`config.mk`:
```
export PLATFORM = sky130hd
export DESIGN_NAME = ppm_p6_header_parser_top_flat
export DESIGN_NICKNAME = d
export VERILOG_FILES = /design/src/ppm_hdr_pkg.sv /design/src/ppm_hdr_in_if.sv /design/src/ppm_hdr_out_if.sv /design/src/ppm_p6_header_parser_top.sv /design/src/flat_wrapper.sv
export SDC_FILE = /design/constraint.sdc
export NUM_CORES = 1
export LEC_CHECK = 0
export BUFFER_PORTS_ARGS = -buffer_cell sky130_fd_sc_hd__buf_2
export CAP_MARGIN = 20
export CORE_ASPECT_RATIO = 1.4
export CORE_MARGIN = 5
export CORE_UTILIZATION = 50
export DETAILED_ROUTE_END_ITERATION = 12
export PLACE_DENSITY = 0.79
export SLEW_MARGIN = 20
export SYNTH_ARGS = -nofsm -noshare
export SYNTH_HDL_FRONTEND = slang
export SYNTH_SLANG_ARGS = --single-unit
export TNS_END_PERCENT = 50
```
`constraint.sdc`:
```
create_clock -name i_clk -period 6.9 [get_ports i_clk]
set_input_delay 0.69 -clock i_clk [delete_from_list [all_inputs] [get_ports i_clk]]
set_output_delay 0.69 -clock i_clk [all_outputs]
set_load 0.01 [all_outputs]
```
`src/ppm_hdr_pkg.sv`:
```
// ppm_hdr_pkg: shared types and character constants for the ppm p6 header parser
// no dependencies; used by the result channel interface, the top level and the bench

package ppm_hdr_pkg;

    // character codes seen in a header
    localparam logic [7:0] CHAR_P     = 8'h50;
    localparam logic [7:0] CHAR_SIX   = 8'h36;
    localparam logic [7:0] CHAR_ZERO  = 8'h30;
    localparam logic [7:0] CHAR_NINE  = 8'h39;
    localparam logic [7:0] CHAR_SPACE = 8'h20;
    localparam logic [7:0] CHAR_TAB   = 8'h09;
    localparam logic [7:0] CHAR_CR    = 8'h0D;
    localparam logic [7:0] CHAR_LF    = 8'h0A;

    // numeric limits of the format
    localparam int unsigned MIN_HEADER  = 8;
    localparam logic [19:0] NUM_LIMIT   = 20'd65535;
    localparam logic [15:0] WANT_MAXVAL = 16'd255;
    localparam int unsigned NUM_COUNT   = 3;

    // widths of the word fields
    localparam int unsigned DIM_W = 16;
    localparam int unsigned OFS_W = 7;

    // one result word
    typedef struct packed {
        logic             header_ok;
        logic [DIM_W-1:0] image_width;
        logic [DIM_W-1:0] image_height;
        logic [OFS_W-1:0] pixel_offset;
    } t_result;

endpackage

```
`src/ppm_hdr_in_if.sv`:
```
// ppm_hdr_in_if: input channel carrying one header byte per word
// depends on nothing outside this file

interface ppm_hdr_in_if;
    logic       valid;
    logic       ready;
    logic [7:0] data_byte;
    logic       first_byte;

    modport source (output valid, output data_byte, output first_byte, input ready);
    modport sink   (input valid, input data_byte, input first_byte, output ready);
endinterface

```
`src/ppm_hdr_out_if.sv`:
```
// ppm_hdr_out_if: result channel carrying one header decision per word
// depends on ppm_hdr_pkg for the field widths

interface ppm_hdr_out_if;
    logic                           valid;
    logic                           ready;
    logic                           header_ok;
    logic [ppm_hdr_pkg::DIM_W-1:0]  image_width;
    logic [ppm_hdr_pkg::DIM_W-1:0]  image_height;
    logic [ppm_hdr_pkg::OFS_W-1:0]  pixel_offset;

    modport source (output valid, output header_ok, output image_width,
                    output image_height, output pixel_offset, input ready);
    modport sink   (input valid, input header_ok, input image_width,
                    input image_height, input pixel_offset, output ready);
endinterface

```
`src/ppm_p6_header_parser_top.sv`:
```
// ppm_p6_header_parser_top: binary ppm (p6) header parser, one byte per word
// depends on ppm_hdr_pkg, ppm_hdr_in_if and ppm_hdr_out_if
//
//  channel  | direction | word contents
//  ---------+-----------+-----------------------------------------------------
//  i_byte   | in        | data_byte, first_byte
//  o_hdr    | out       | header_ok, image_width, image_height, pixel_offset
//
// one byte is taken every cycle while the skid entry is free; a decision is
// registered into the result register (or the skid entry behind a held result)
// and leaves through o_hdr; this two-entry result buffer lets bytes keep flowing
// while a result waits; i_byte stalls only when both entries are held
// synchronous active-low reset leaves the parser idle until a first_byte word

module ppm_p6_header_parser_top #(
    parameter int unsigned HEADER_LEN = 64
) (
    input  logic                 i_clk,
    input  logic                 i_rst_n,
    ppm_hdr_in_if.sink           i_byte,
    ppm_hdr_out_if.source        o_hdr
);

    localparam int unsigned POS_CLOG = $clog2(HEADER_LEN + 1);
    localparam int unsigned POS_W    = (POS_CLOG > ppm_hdr_pkg::OFS_W) ?
                                       POS_CLOG : ppm_hdr_pkg::OFS_W;
    localparam logic [POS_W:0] HDR_LEN_V = (POS_W + 1)'(HEADER_LEN);
    localparam logic           SHORT_LEN = (HEADER_LEN < ppm_hdr_pkg::MIN_HEADER);

    // parse state
    logic [POS_W-1:0]               r_pos,     n_pos;
    logic [ppm_hdr_pkg::DIM_W-1:0]  r_num [ppm_hdr_pkg::NUM_COUNT];
    logic [ppm_hdr_pkg::DIM_W-1:0]  n_num [ppm_hdr_pkg::NUM_COUNT];
    logic [1:0]                     r_idx,     n_idx;
    logic                           r_in_num,  n_in_num;
    logic                           r_decided, n_decided;

    // result buffer
    logic                           r_out_valid, r_skid_valid;
    ppm_hdr_pkg::t_result           r_out, r_skid;

    logic                           accept;
    logic                           emit;
    ppm_hdr_pkg::t_result           res;

    // state as seen by the current byte, after a restart if first_byte is set
    logic [POS_W-1:0]               cur_pos;
    logic [ppm_hdr_pkg::DIM_W-1:0]  cur_num [ppm_hdr_pkg::NUM_COUNT];
    logic [1:0]                     cur_idx;
    logic                           cur_in_num;
    logic                           cur_decided;

    logic [POS_W:0]                 pos_inc;
    logic [ppm_hdr_pkg::DIM_W-1:0]  sel_num;
    logic [19:0]                    acc;
    logic [1:0]                     idx_inc;
    logic [7:0]                     c;
    logic                           is_digit;
    logic                           is_sep;

    assign accept         = i_byte.valid && i_byte.ready;
    assign i_byte.ready   = !r_skid_valid;
    assign c              = i_byte.data_byte;

    // restart view of the state
    always_comb begin
        cur_pos     = i_byte.first_byte ? '0   : r_pos;
        cur_idx     = i_byte.first_byte ? 2'd0 : r_idx;
        cur_in_num  = i_byte.first_byte ? 1'b0 : r_in_num;
        cur_decided = i_byte.first_byte ? 1'b0 : r_decided;
        for (int i = 0; i < ppm_hdr_pkg::NUM_COUNT; i++) begin
            cur_num[i] = i_byte.first_byte ? '0 : r_num[i];
        end
    end

    // character classes and the multiply-by-ten accumulate
    always_comb begin
        is_digit = (c >= ppm_hdr_pkg::CHAR_ZERO) && (c <= ppm_hdr_pkg::CHAR_NINE);
        is_sep   = (c == ppm_hdr_pkg::CHAR_SPACE) || (c == ppm_hdr_pkg::CHAR_TAB) ||
                   (c == ppm_hdr_pkg::CHAR_CR) || (c == ppm_hdr_pkg::CHAR_LF);
        unique case (cur_idx)
            2'd0:    sel_num = cur_num[0];
            2'd1:    sel_num = cur_num[1];
            2'd2:    sel_num = cur_num[2];
            default: sel_num = '0;
        endcase
        acc     = ({4'b0, sel_num} << 3) + ({4'b0, sel_num} << 1) +
                  {12'b0, c - ppm_hdr_pkg::CHAR_ZERO};
        pos_inc = {1'b0, cur_pos} + (POS_W + 1)'(1);
        idx_inc = cur_idx + 2'd1;
    end

    // per-byte parse step
    always_comb begin
        n_pos     = r_pos;
        n_idx     = r_idx;
        n_in_num  = r_in_num;
        n_decided = r_decided;
        for (int i = 0; i < ppm_hdr_pkg::NUM_COUNT; i++) begin
            n_num[i] = r_num[i];
        end
        emit = 1'b0;
        res  = '0;

        if (accept && !cur_decided) begin
            n_pos     = pos_inc[POS_W-1:0];
            n_idx     = cur_idx;
            n_in_num  = cur_in_num;
            n_decided = 1'b0;
            for (int i = 0; i < ppm_hdr_pkg::NUM_COUNT; i++) begin
                n_num[i] = cur_num[i];
            end

            priority if (cur_pos == '0) begin
                // magic, first letter
                if (SHORT_LEN || c != ppm_hdr_pkg::CHAR_P) begin
                    emit = 1'b1;
                end
            end else if (cur_pos == POS_W'(1)) begin
                // magic, digit six
                if (c != ppm_hdr_pkg::CHAR_SIX) begin
                    emit = 1'b1;
                end
            end else if (is_digit) begin
                if (cur_idx == 2'd3 || acc > ppm_hdr_pkg::NUM_LIMIT) begin
                    emit = 1'b1;
                end else begin
                    for (int i = 0; i < ppm_hdr_pkg::NUM_COUNT; i++) begin
                        if (cur_idx == 2'(i)) begin
                            n_num[i] = acc[ppm_hdr_pkg::DIM_W-1:0];
                        end
                    end
                    n_in_num = 1'b1;
                end
            end else if (is_sep) begin
                // a separator closes a number; the third one decides
                if (cur_in_num) begin
                    n_in_num = 1'b0;
                    n_idx    = idx_inc;
                    if (idx_inc == 2'd3) begin
                        emit             = 1'b1;
                        res.header_ok    = (cur_num[2] == ppm_hdr_pkg::WANT_MAXVAL) &&
                                           (cur_num[0] != '0) && (cur_num[1] != '0);
                        res.image_width  = cur_num[0];
                        res.image_height = cur_num[1];
                        res.pixel_offset = pos_inc[ppm_hdr_pkg::OFS_W-1:0];
                    end
                end
            end else begin
                emit = 1'b1;
            end

            // length limit reached without a decision
            if (!emit && pos_inc >= HDR_LEN_V) begin
                emit = 1'b1;
            end

            if (emit) begin
                n_decided = 1'b1;
            end
        end
    end

    // parse state registers
    always_ff @(posedge i_clk) begin
        if (!i_rst_n) begin
            r_pos     <= '0;
            r_idx     <= 2'd0;
            r_in_num  <= 1'b0;
            r_decided <= 1'b1;
            for (int i = 0; i < ppm_hdr_pkg::NUM_COUNT; i++) begin
                r_num[i] <= '0;
            end
        end else begin
            r_pos     <= n_pos;
            r_idx     <= n_idx;
            r_in_num  <= n_in_num;
            r_decided <= n_decided;
            for (int i = 0; i < ppm_hdr_pkg::NUM_COUNT; i++) begin
                r_num[i] <= n_num[i];
            end
        end
    end

    // result register with skid entry
    always_ff @(posedge i_clk) begin
        if (!i_rst_n) begin
            r_out_valid  <= 1'b0;
            r_skid_valid <= 1'b0;
        end else if (r_out_valid && !o_hdr.ready) begin
            if (emit) begin
                r_skid_valid <= 1'b1;
            end
        end else if (r_skid_valid) begin
            r_out_valid  <= 1'b1;
            r_skid_valid <= 1'b0;
        end else begin
            r_out_valid  <= emit;
        end
    end

    // result payload, no reset
    always_ff @(posedge i_clk) begin
        if (r_out_valid && !o_hdr.ready) begin
            if (emit) begin
                r_skid <= res;
            end
        end else if (r_skid_valid) begin
            r_out <= r_skid;
        end else if (emit) begin
            r_out <= res;
        end
    end

    assign o_hdr.valid        = r_out_valid;
    assign o_hdr.header_ok    = r_out.header_ok;
    assign o_hdr.image_width  = r_out.image_width;
    assign o_hdr.image_height = r_out.image_height;
    assign o_hdr.pixel_offset = r_out.pixel_offset;

    // skid entry is only used behind a held result
    a_skid_behind_out: assert property (@(posedge i_clk) disable iff (!i_rst_n)
        r_skid_valid |-> r_out_valid)
        else $error("skid entry held without a result in the output register");

    // a decision always leaves the parser idle
    a_emit_decides: assert property (@(posedge i_clk) disable iff (!i_rst_n)
        emit |=> r_decided)
        else $error("parser not idle after a decision");

    // position never runs past the header length
    a_pos_bound: assert property (@(posedge i_clk) disable iff (!i_rst_n)
        !r_decided |-> ({1'b0, r_pos} < HDR_LEN_V))
        else $error("byte position beyond header length while parsing");

    // all three numbers done only once decided
    a_idx_bound: assert property (@(posedge i_clk) disable iff (!i_rst_n)
        !r_decided |-> (r_idx != 2'd3))
        else $error("third number closed without a decision");

endmodule

```
`src/flat_wrapper.sv`:
```
// flat-port wrapper written by rule: the top's interface ports become plain ports
module ppm_p6_header_parser_top_flat 
#(
    parameter int unsigned HEADER_LEN = 64
)
  (i_clk, i_rst_n, i_byte_valid, i_byte_data_byte, i_byte_first_byte, i_byte_ready, o_hdr_valid, o_hdr_header_ok, o_hdr_image_width, o_hdr_image_height, o_hdr_pixel_offset, o_hdr_ready);
  ppm_hdr_in_if i_byte_i ();
  ppm_hdr_out_if o_hdr_i ();
  input  logic i_clk;
  input  logic i_rst_n;
  input wire logic [$bits(i_byte_i.valid)-1:0] i_byte_valid;
  input wire logic [$bits(i_byte_i.data_byte)-1:0] i_byte_data_byte;
  input wire logic [$bits(i_byte_i.first_byte)-1:0] i_byte_first_byte;
  output wire logic [$bits(i_byte_i.ready)-1:0] i_byte_ready;
  output wire logic [$bits(o_hdr_i.valid)-1:0] o_hdr_valid;
  output wire logic [$bits(o_hdr_i.header_ok)-1:0] o_hdr_header_ok;
  output wire logic [$bits(o_hdr_i.image_width)-1:0] o_hdr_image_width;
  output wire logic [$bits(o_hdr_i.image_height)-1:0] o_hdr_image_height;
  output wire logic [$bits(o_hdr_i.pixel_offset)-1:0] o_hdr_pixel_offset;
  input wire logic [$bits(o_hdr_i.ready)-1:0] o_hdr_ready;
  assign i_byte_i.valid = i_byte_valid;
  assign i_byte_i.data_byte = i_byte_data_byte;
  assign i_byte_i.first_byte = i_byte_first_byte;
  assign i_byte_ready = i_byte_i.ready;
  assign o_hdr_valid = o_hdr_i.valid;
  assign o_hdr_header_ok = o_hdr_i.header_ok;
  assign o_hdr_image_width = o_hdr_i.image_width;
  assign o_hdr_image_height = o_hdr_i.image_height;
  assign o_hdr_pixel_offset = o_hdr_i.pixel_offset;
  assign o_hdr_i.ready = o_hdr_ready;
  ppm_p6_header_parser_top #(.HEADER_LEN(HEADER_LEN)) u_core (.i_clk(i_clk), .i_rst_n(i_rst_n), .i_byte(i_byte_i), .o_hdr(o_hdr_i));
endmodule
```
== Word-level counts from Yosys, hierarchy flattened ==
Memories as Yosys holds them, arrays and structs flattened.
Index checks and enable logic that the tools add are counted.

* Memory bits (writable): 48
* Memories kept: 1
* Register bits after elaboration: 93
* Output and inout port bits: 42

{| class="wikitable"
|+ Memories
! name !! words !! width !! read ports !! clocked after Yosys merged registers in !! write ports !! RTL line !! RTL
|-
| u_core.r_num || 3 || 16 || 3 || 0 || 3 || ppm_p6_header_parser_top.sv:32 || <nowiki>logic [ppm_hdr_pkg::DIM_W-1:0] r_num [ppm_hdr_pkg::NUM_COUNT];</nowiki>
|}

* Add/subtract/negate cells: 5
* Reduce and logical (&&, ||, !) cells: 23
* Order comparisons: 4
* Equal/unequal tests: 12
* Bitwise logic cells: 4
* Mux-type cells: 55

{| class="wikitable"
|+ Operators with widths
! cell !! number
|-
| $mux 40 || 9
|-
| $mux 48 || 5
|-
| $mux 16 || 9
|-
| $pmux 16 s3 || 1
|-
| $reduce_bool 16->1 || 2
|-
| $eq 8x4->1 const B || 3
|-
| $mux 1 || 24
|-
| $add 19x17->20 || 1
|-
| $add 20x8->20 || 1
|-
| $gt 20x16->1 const B || 1
|-
| $eq 16x8->1 const B || 1
|-
| $mux 2 || 6
|-
| $add 7x1->8 const B || 1
|-
| $eq 8x6->1 const B || 1
|-
| $ge 8x6->1 const B || 1
|-
| $ge 8x7->1 const B || 1
|-
| $le 8x6->1 const B || 1
|-
| $ne 8x6->1 const B || 1
|-
| $ne 8x7->1 const B || 1
|-
| $sub 8x6->8 const B || 1
|-
| $eq 7x1->1 const B || 1
|-
| $logic_and 1x1->1 || 7
|-
| $logic_not 7->1 || 1
|-
| $mux 7 || 1
|-
| 10 further kinds || 22
|}

== Logic depth before layout (Yosys ltp) ==
* Word-level depth: 19
* Gate-level depth with buffers: 23
* Mapped depth without buffers: 18

== Worst setup path after synthesis ==
Ideal clock, no wire load.

* Kind: input -> register
* From: in i_byte_first_byte
* To: reg u_core.r_skid[0] (netlist bit) (enable)
* Setup slack: 0.707 ns
* Data required time: 6.499 ns
* Buffers on the path: 4
* Stages: 20
* Data arrival time: 5.792 ns
* Cell sequence: clkbuf_1 -> clkbuf_1 -> nand2b_1 -> inv_1 -> ha_1 -> or2_2 -> clkbuf_1 -> clkbuf_1 -> or2_2 -> fa_1 -> inv_1 -> ha_1 -> o211ai_1 -> a21oi_1 -> o21ai_0 -> o21ai_1 -> xnor2_1 -> o31ai_1 -> a21oi_1 -> and2_1

* Cells in the longest elaborated chain, start to end: 18
* Elaborated cells on any way between the ends: 38
* Classes of those cells: 4 x add/sub; 2 x order compare; 5 x eq/ne; 19 x mux; 8 x reduce/logical

{| class="wikitable"
|+ RTL lines
! item !! RTL line !! RTL
|-
| start, declared || flat_wrapper.sv:13 || <nowiki>input wire logic [$bits(i_byte_i.first_byte)-1:0] i_byte_first_byte;</nowiki>
|-
| $mux 2 || ppm_p6_header_parser_top.sv:68 || <nowiki>cur_idx = i_byte.first_byte ? 2'd0 : r_idx;</nowiki>
|-
| $eq 2x2->1, or another cell as far along || ppm_p6_header_parser_top.sv:81 || <nowiki>unique case (cur_idx)</nowiki>
|-
| $pmux 16 s3 || ppm_p6_header_parser_top.sv:81 ||
|-
| $add 19x17->20 || ppm_p6_header_parser_top.sv:87 || <nowiki>acc = ({4'b0, sel_num} << 3) + ({4'b0, sel_num} << 1) +</nowiki>
|-
| $add 20x8->20 || ppm_p6_header_parser_top.sv:87 ||
|-
| $gt 20x16->1 || ppm_p6_header_parser_top.sv:125 || <nowiki>if (cur_idx == 2'd3 || acc > ppm_hdr_pkg::NUM_LIMIT) begin</nowiki>
|-
| $logic_or 1x1->1 || ppm_p6_header_parser_top.sv:125 ||
|-
| $mux 1 || ppm_p6_header_parser_top.sv:125 ||
|-
| [2 not listed] || n/a ||
|-
| $mux 1 || ppm_p6_header_parser_top.sv:114 || <nowiki>priority if (cur_pos == '0) begin</nowiki>
|-
| $mux 1 || ppm_p6_header_parser_top.sv:105 || <nowiki>if (accept && !cur_decided) begin</nowiki>
|-
| $logic_not 1->1 || ppm_p6_header_parser_top.sv:154 || <nowiki>if (!emit && pos_inc >= HDR_LEN_V) begin</nowiki>
|-
| $logic_and 1x1->1 || ppm_p6_header_parser_top.sv:154 ||
|-
| $mux 1 || ppm_p6_header_parser_top.sv:154 ||
|-
| $mux 1 || ppm_p6_header_parser_top.sv:105 ||
|-
| $mux 1 * || ppm_p6_header_parser_top.sv:105 ||
|-
| $reduce_and 2->1 (no source line) * || n/a ||
|-
| end signal, assigned || ppm_p6_header_parser_top.sv:206 || <nowiki>r_skid <= res;</nowiki>
|-
| end, declared || ppm_p6_header_parser_top.sv:40 || <nowiki>ppm_hdr_pkg::t_result r_out, r_skid;</nowiki>
|}

Every way passes the cells marked *; elsewhere a longest branch is shown, timed or not. The select of a mux whose other input is x is not followed.
A chain may end at the register's enable or synchronous reset.

==> flow_metrics.py <==
metrics = {
    "run_status": {
        "status": "finished clean",
    },
    "placed_design": {
        "dp_hpwl_um": 12900,
        "gp_congestion": 0.901,
        "port_buffers": 54,
        "pre_cts_ws_ns": 0.800,
    },
    "die": {
        "ios": 55,
        "die_h_um": 157,
        "dieArea_um2": 18100,
        "core_area_um2": 15100,
        "rows": 53,
        "die_x_um": 115,
        "start_util_pct": 51.1,
    },
    "synth": {
        "synth_enable_flop_cells": 80,
        "synth_top_area_share_pct": 31.1,
        "yosys_most_used_dff": "edfxtp_1",
        "synth_nets": 819,
        "synth_area_leader_cell": "edfxtp_1",
        "synth-seq-cells": 141,
        "synthesis.area_um2": 7720,
        "yosysUniqueCellTypes": 59,
        "syn_area_per_cell_um2": 10.1,
        "synthArstFlopShare_pct": 0,
        "syn_inst": 762,
        "synth.most_common_cell": "nand2_1",
        "synth.area.top_cells": "edfxtp_1, dfxtp_1, ha_1",
        "yosysSeqAreaShare_pct": 46.9,
        "yosys-top-cells-count": "nand2_1, edfxtp_1, dfxtp_1",
        "yosysWarningCount": 0,
    },
    "clocking": {
        "clkTransAtPathRegs_ns": 0.06,
        "clk_path_buf_depth": 2,
        "clock_latency_ns": 0.42,
        "cts_num_sinks": 141,
        "postCtsSetupRepairBufs": 0,
        "h-tree-depth": 4,
        "cts_buffers": 17,
        "cts_tree": "built",
        "hold_buffers": 0,
        "root_buffer": "clkbuf_16",
        "ctsResizeCount": 0,
    },
    "worst_setup_path": {
        "path_max_fanout": 21,
        "critPathCaptureType": "flop",
        "critPathKind": "in2reg",
        "critPathLaunchType": "primary input",
        "crit_arrival_ns": 5.95,
        "startpoint": "i_byte_first_byte",
        "r2r-start": "u_core.r_idx[0]",
        "cp.required_ns": 7.25,
    },
    "route": {
        "route.met2.wl_um": 9030,
        "top_layer": "met4",
        "ant_nets": 0,
        "drt-met1-wl_um": 7320,
        "num_vias": 6038,
        "drt-vias-per-instance": 6.06,
        "drcViolationCount": 0,
        "routed-wl-met3_um": 1160,
        "drt_iter0_drc": 592,
        "first_pass_iters": 7,
        "wl_um": 18100,
        "routedWlPerCell_um": 18.1,
    },
    "min_path": {
        "holdCritStartpoint": "u_core.r_pos[1]",
        "hold_path.class": "reg2reg",
    },
    "layout": {
        "diodes": 0,
        "layout-drive-gt1-share_pct": 17.3,
        "syn2layout_area_growth_pct": 12.3,
        "num-nets-final": 848,
        "final_util_pct": 57.3,
    },
    "global_route": {
        "antenna_found_initial": 0,
        "grtUsageTotal_pct": 20.4,
        "overflow": 0,
        "first_global_vias": 5768,
        "grt_max_degree": 46,
        "grt_pass1_wl_um": 29500,
    },
    "sta": {
        "whs_ns": 0.481,
        "setup_slack_ns": 1.30,
        "finalHoldViolCount": 0,
        "worst_slew_pin_slew_ns": 1.11,
        "finClkSkew_ns": 0.0122,
        "final_max_slew_viol_count": 0,
        "rsz0062_at_grt": "no",
        "fin_crit_sh_pct": 81.1,
        "finalSetupViolCount": 0,
        "tns_ns": 0,
        "max_freq_mhz": 179,
        "relSlewSlack_pct": 26.3,
        "fin_crit_ns": 5.60,
    },
    "power_and_ir_drop": {
        "p_leak_nw": 3.76,
        "ir_drop_mv": 0.148,
        "pwr_density_cell_nw_per_um2": 213,
    },
    "job": {
        "cap_violations": 0,
    },
}
-- cell usage in the layout, fill, tap and decap left out, types with 12 or more instances in the layout --
master / n
dfxtp_1: 61
nand3_1: 40
a222oi_1: 12
clkbuf_16: 17
nor4_1: 12
a21oi_1: 23
edfxtp_1: 80
a21o_1: 48
buf_2: 54
nand3_2: 15
inv_1: 25
xnor2_1: 12
o211ai_1: 32
nand2_1: 93
nor2_1: 28
and2_1: 39
o211ai_2: 15
ha_1: 39
o21ai_0: 24
-- path summary, 6_finish.rpt --
kind,slack [ns],depth (start not counted),to
worst max-delay path,1.30,18,u_core.r_num[0][15]
worst max register to register,1.41,17,u_core.r_num[0][15]
worst min-delay path,0.48,2,u_core.r_pos[1]
worst min register to register,0.48,2,u_core.r_pos[1]
-- report_power, final --
part / internal, mW / switching (mW) / total (mW)
sequential: 0.895 / 0.00267 / 0.898
clock: 0.504 / 0.353 / 0.856
combinational: 0.0282 / 0.0622 / 0.0905
total: 1.43 / 0.418 / 1.84
-- per-layer routing --
layer,vias up,GRT usage [%]
li1,2868,-
met1,2851,25.3
met2,268,35.0
met3,51,3.77
met4,0,8.17
met5,-,0
-- critical path, stage by stage --
cell and delay (ns):
buf_2 0.11, nand2b_1 0.19, inv_1 0.10, ha_1 0.60, a222oi_1 0.23, or2_2 0.37, fa_1 0.51, inv_1 0.04
ha_1 0.32, o211a_1 0.27, a21oi_2 0.15, o21ai_0 0.19, a221oi_2 0.46, o221ai_2 0.20, or4_1 0.84, buf_12 0.31
o21ai_0 0.20, and2_1 0.15
-- layout make-up --
type	count	area [µm²]
clock buffer	18	439
fill	1265	6450
clock inverter	14	119
timing repair buffer	61	360
multi-input combinational	545	3790
sequential	141	3620
inverter	25	93.8
tap	192	240
-- state kept, by name, indices dropped and copies added (netlist names) --
| signal | flops |
|---|---|
| u_core.o_hdr.pixel_offset | 7 |
| u_core.o_hdr.header_ok | 1 |
| u_core.r_skid | 40 |
| u_core.r_skid_valid | 1 |
| u_core.r_num | 48 |
| u_core.r_pos | 7 |
| u_core.r_in_num | 1 |
| u_core.o_hdr.image_width | 16 |
| u_core.o_hdr.valid | 1 |
| u_core.r_idx | 2 |
| u_core.o_hdr.image_height | 16 |
| u_core.r_decided | 1 |
-- cell families (layout without fill, tap and decap cells) --
family	Yosys count	in the layout	synth area share, %
XOR/XNOR	19	19	2.16
flip-flops	141	141	46.9
AO/OA/AOI/OAI	191	191	19.0
buffers and inverters	76	118	4.15
adder cells (fa/ha/maj)	44	44	7.62
multiplexers	1	1	0.130
AND/OR/NAND/NOR	290	290	20.0
-- through the flow --
step / instance area (µm²) / total power [mW] / cells
floorplan: 7720 / 0.974 / 762
global placement: 8070 / 1.00 / 962
detailed placement: 8090 / 1.00 / 963
CTS: 8640 / 1.85 / 995
global route: 8660 / 1.91 / 996
finish: 8660 / 1.84 / 996
Power figures use the tool's default switching activity.
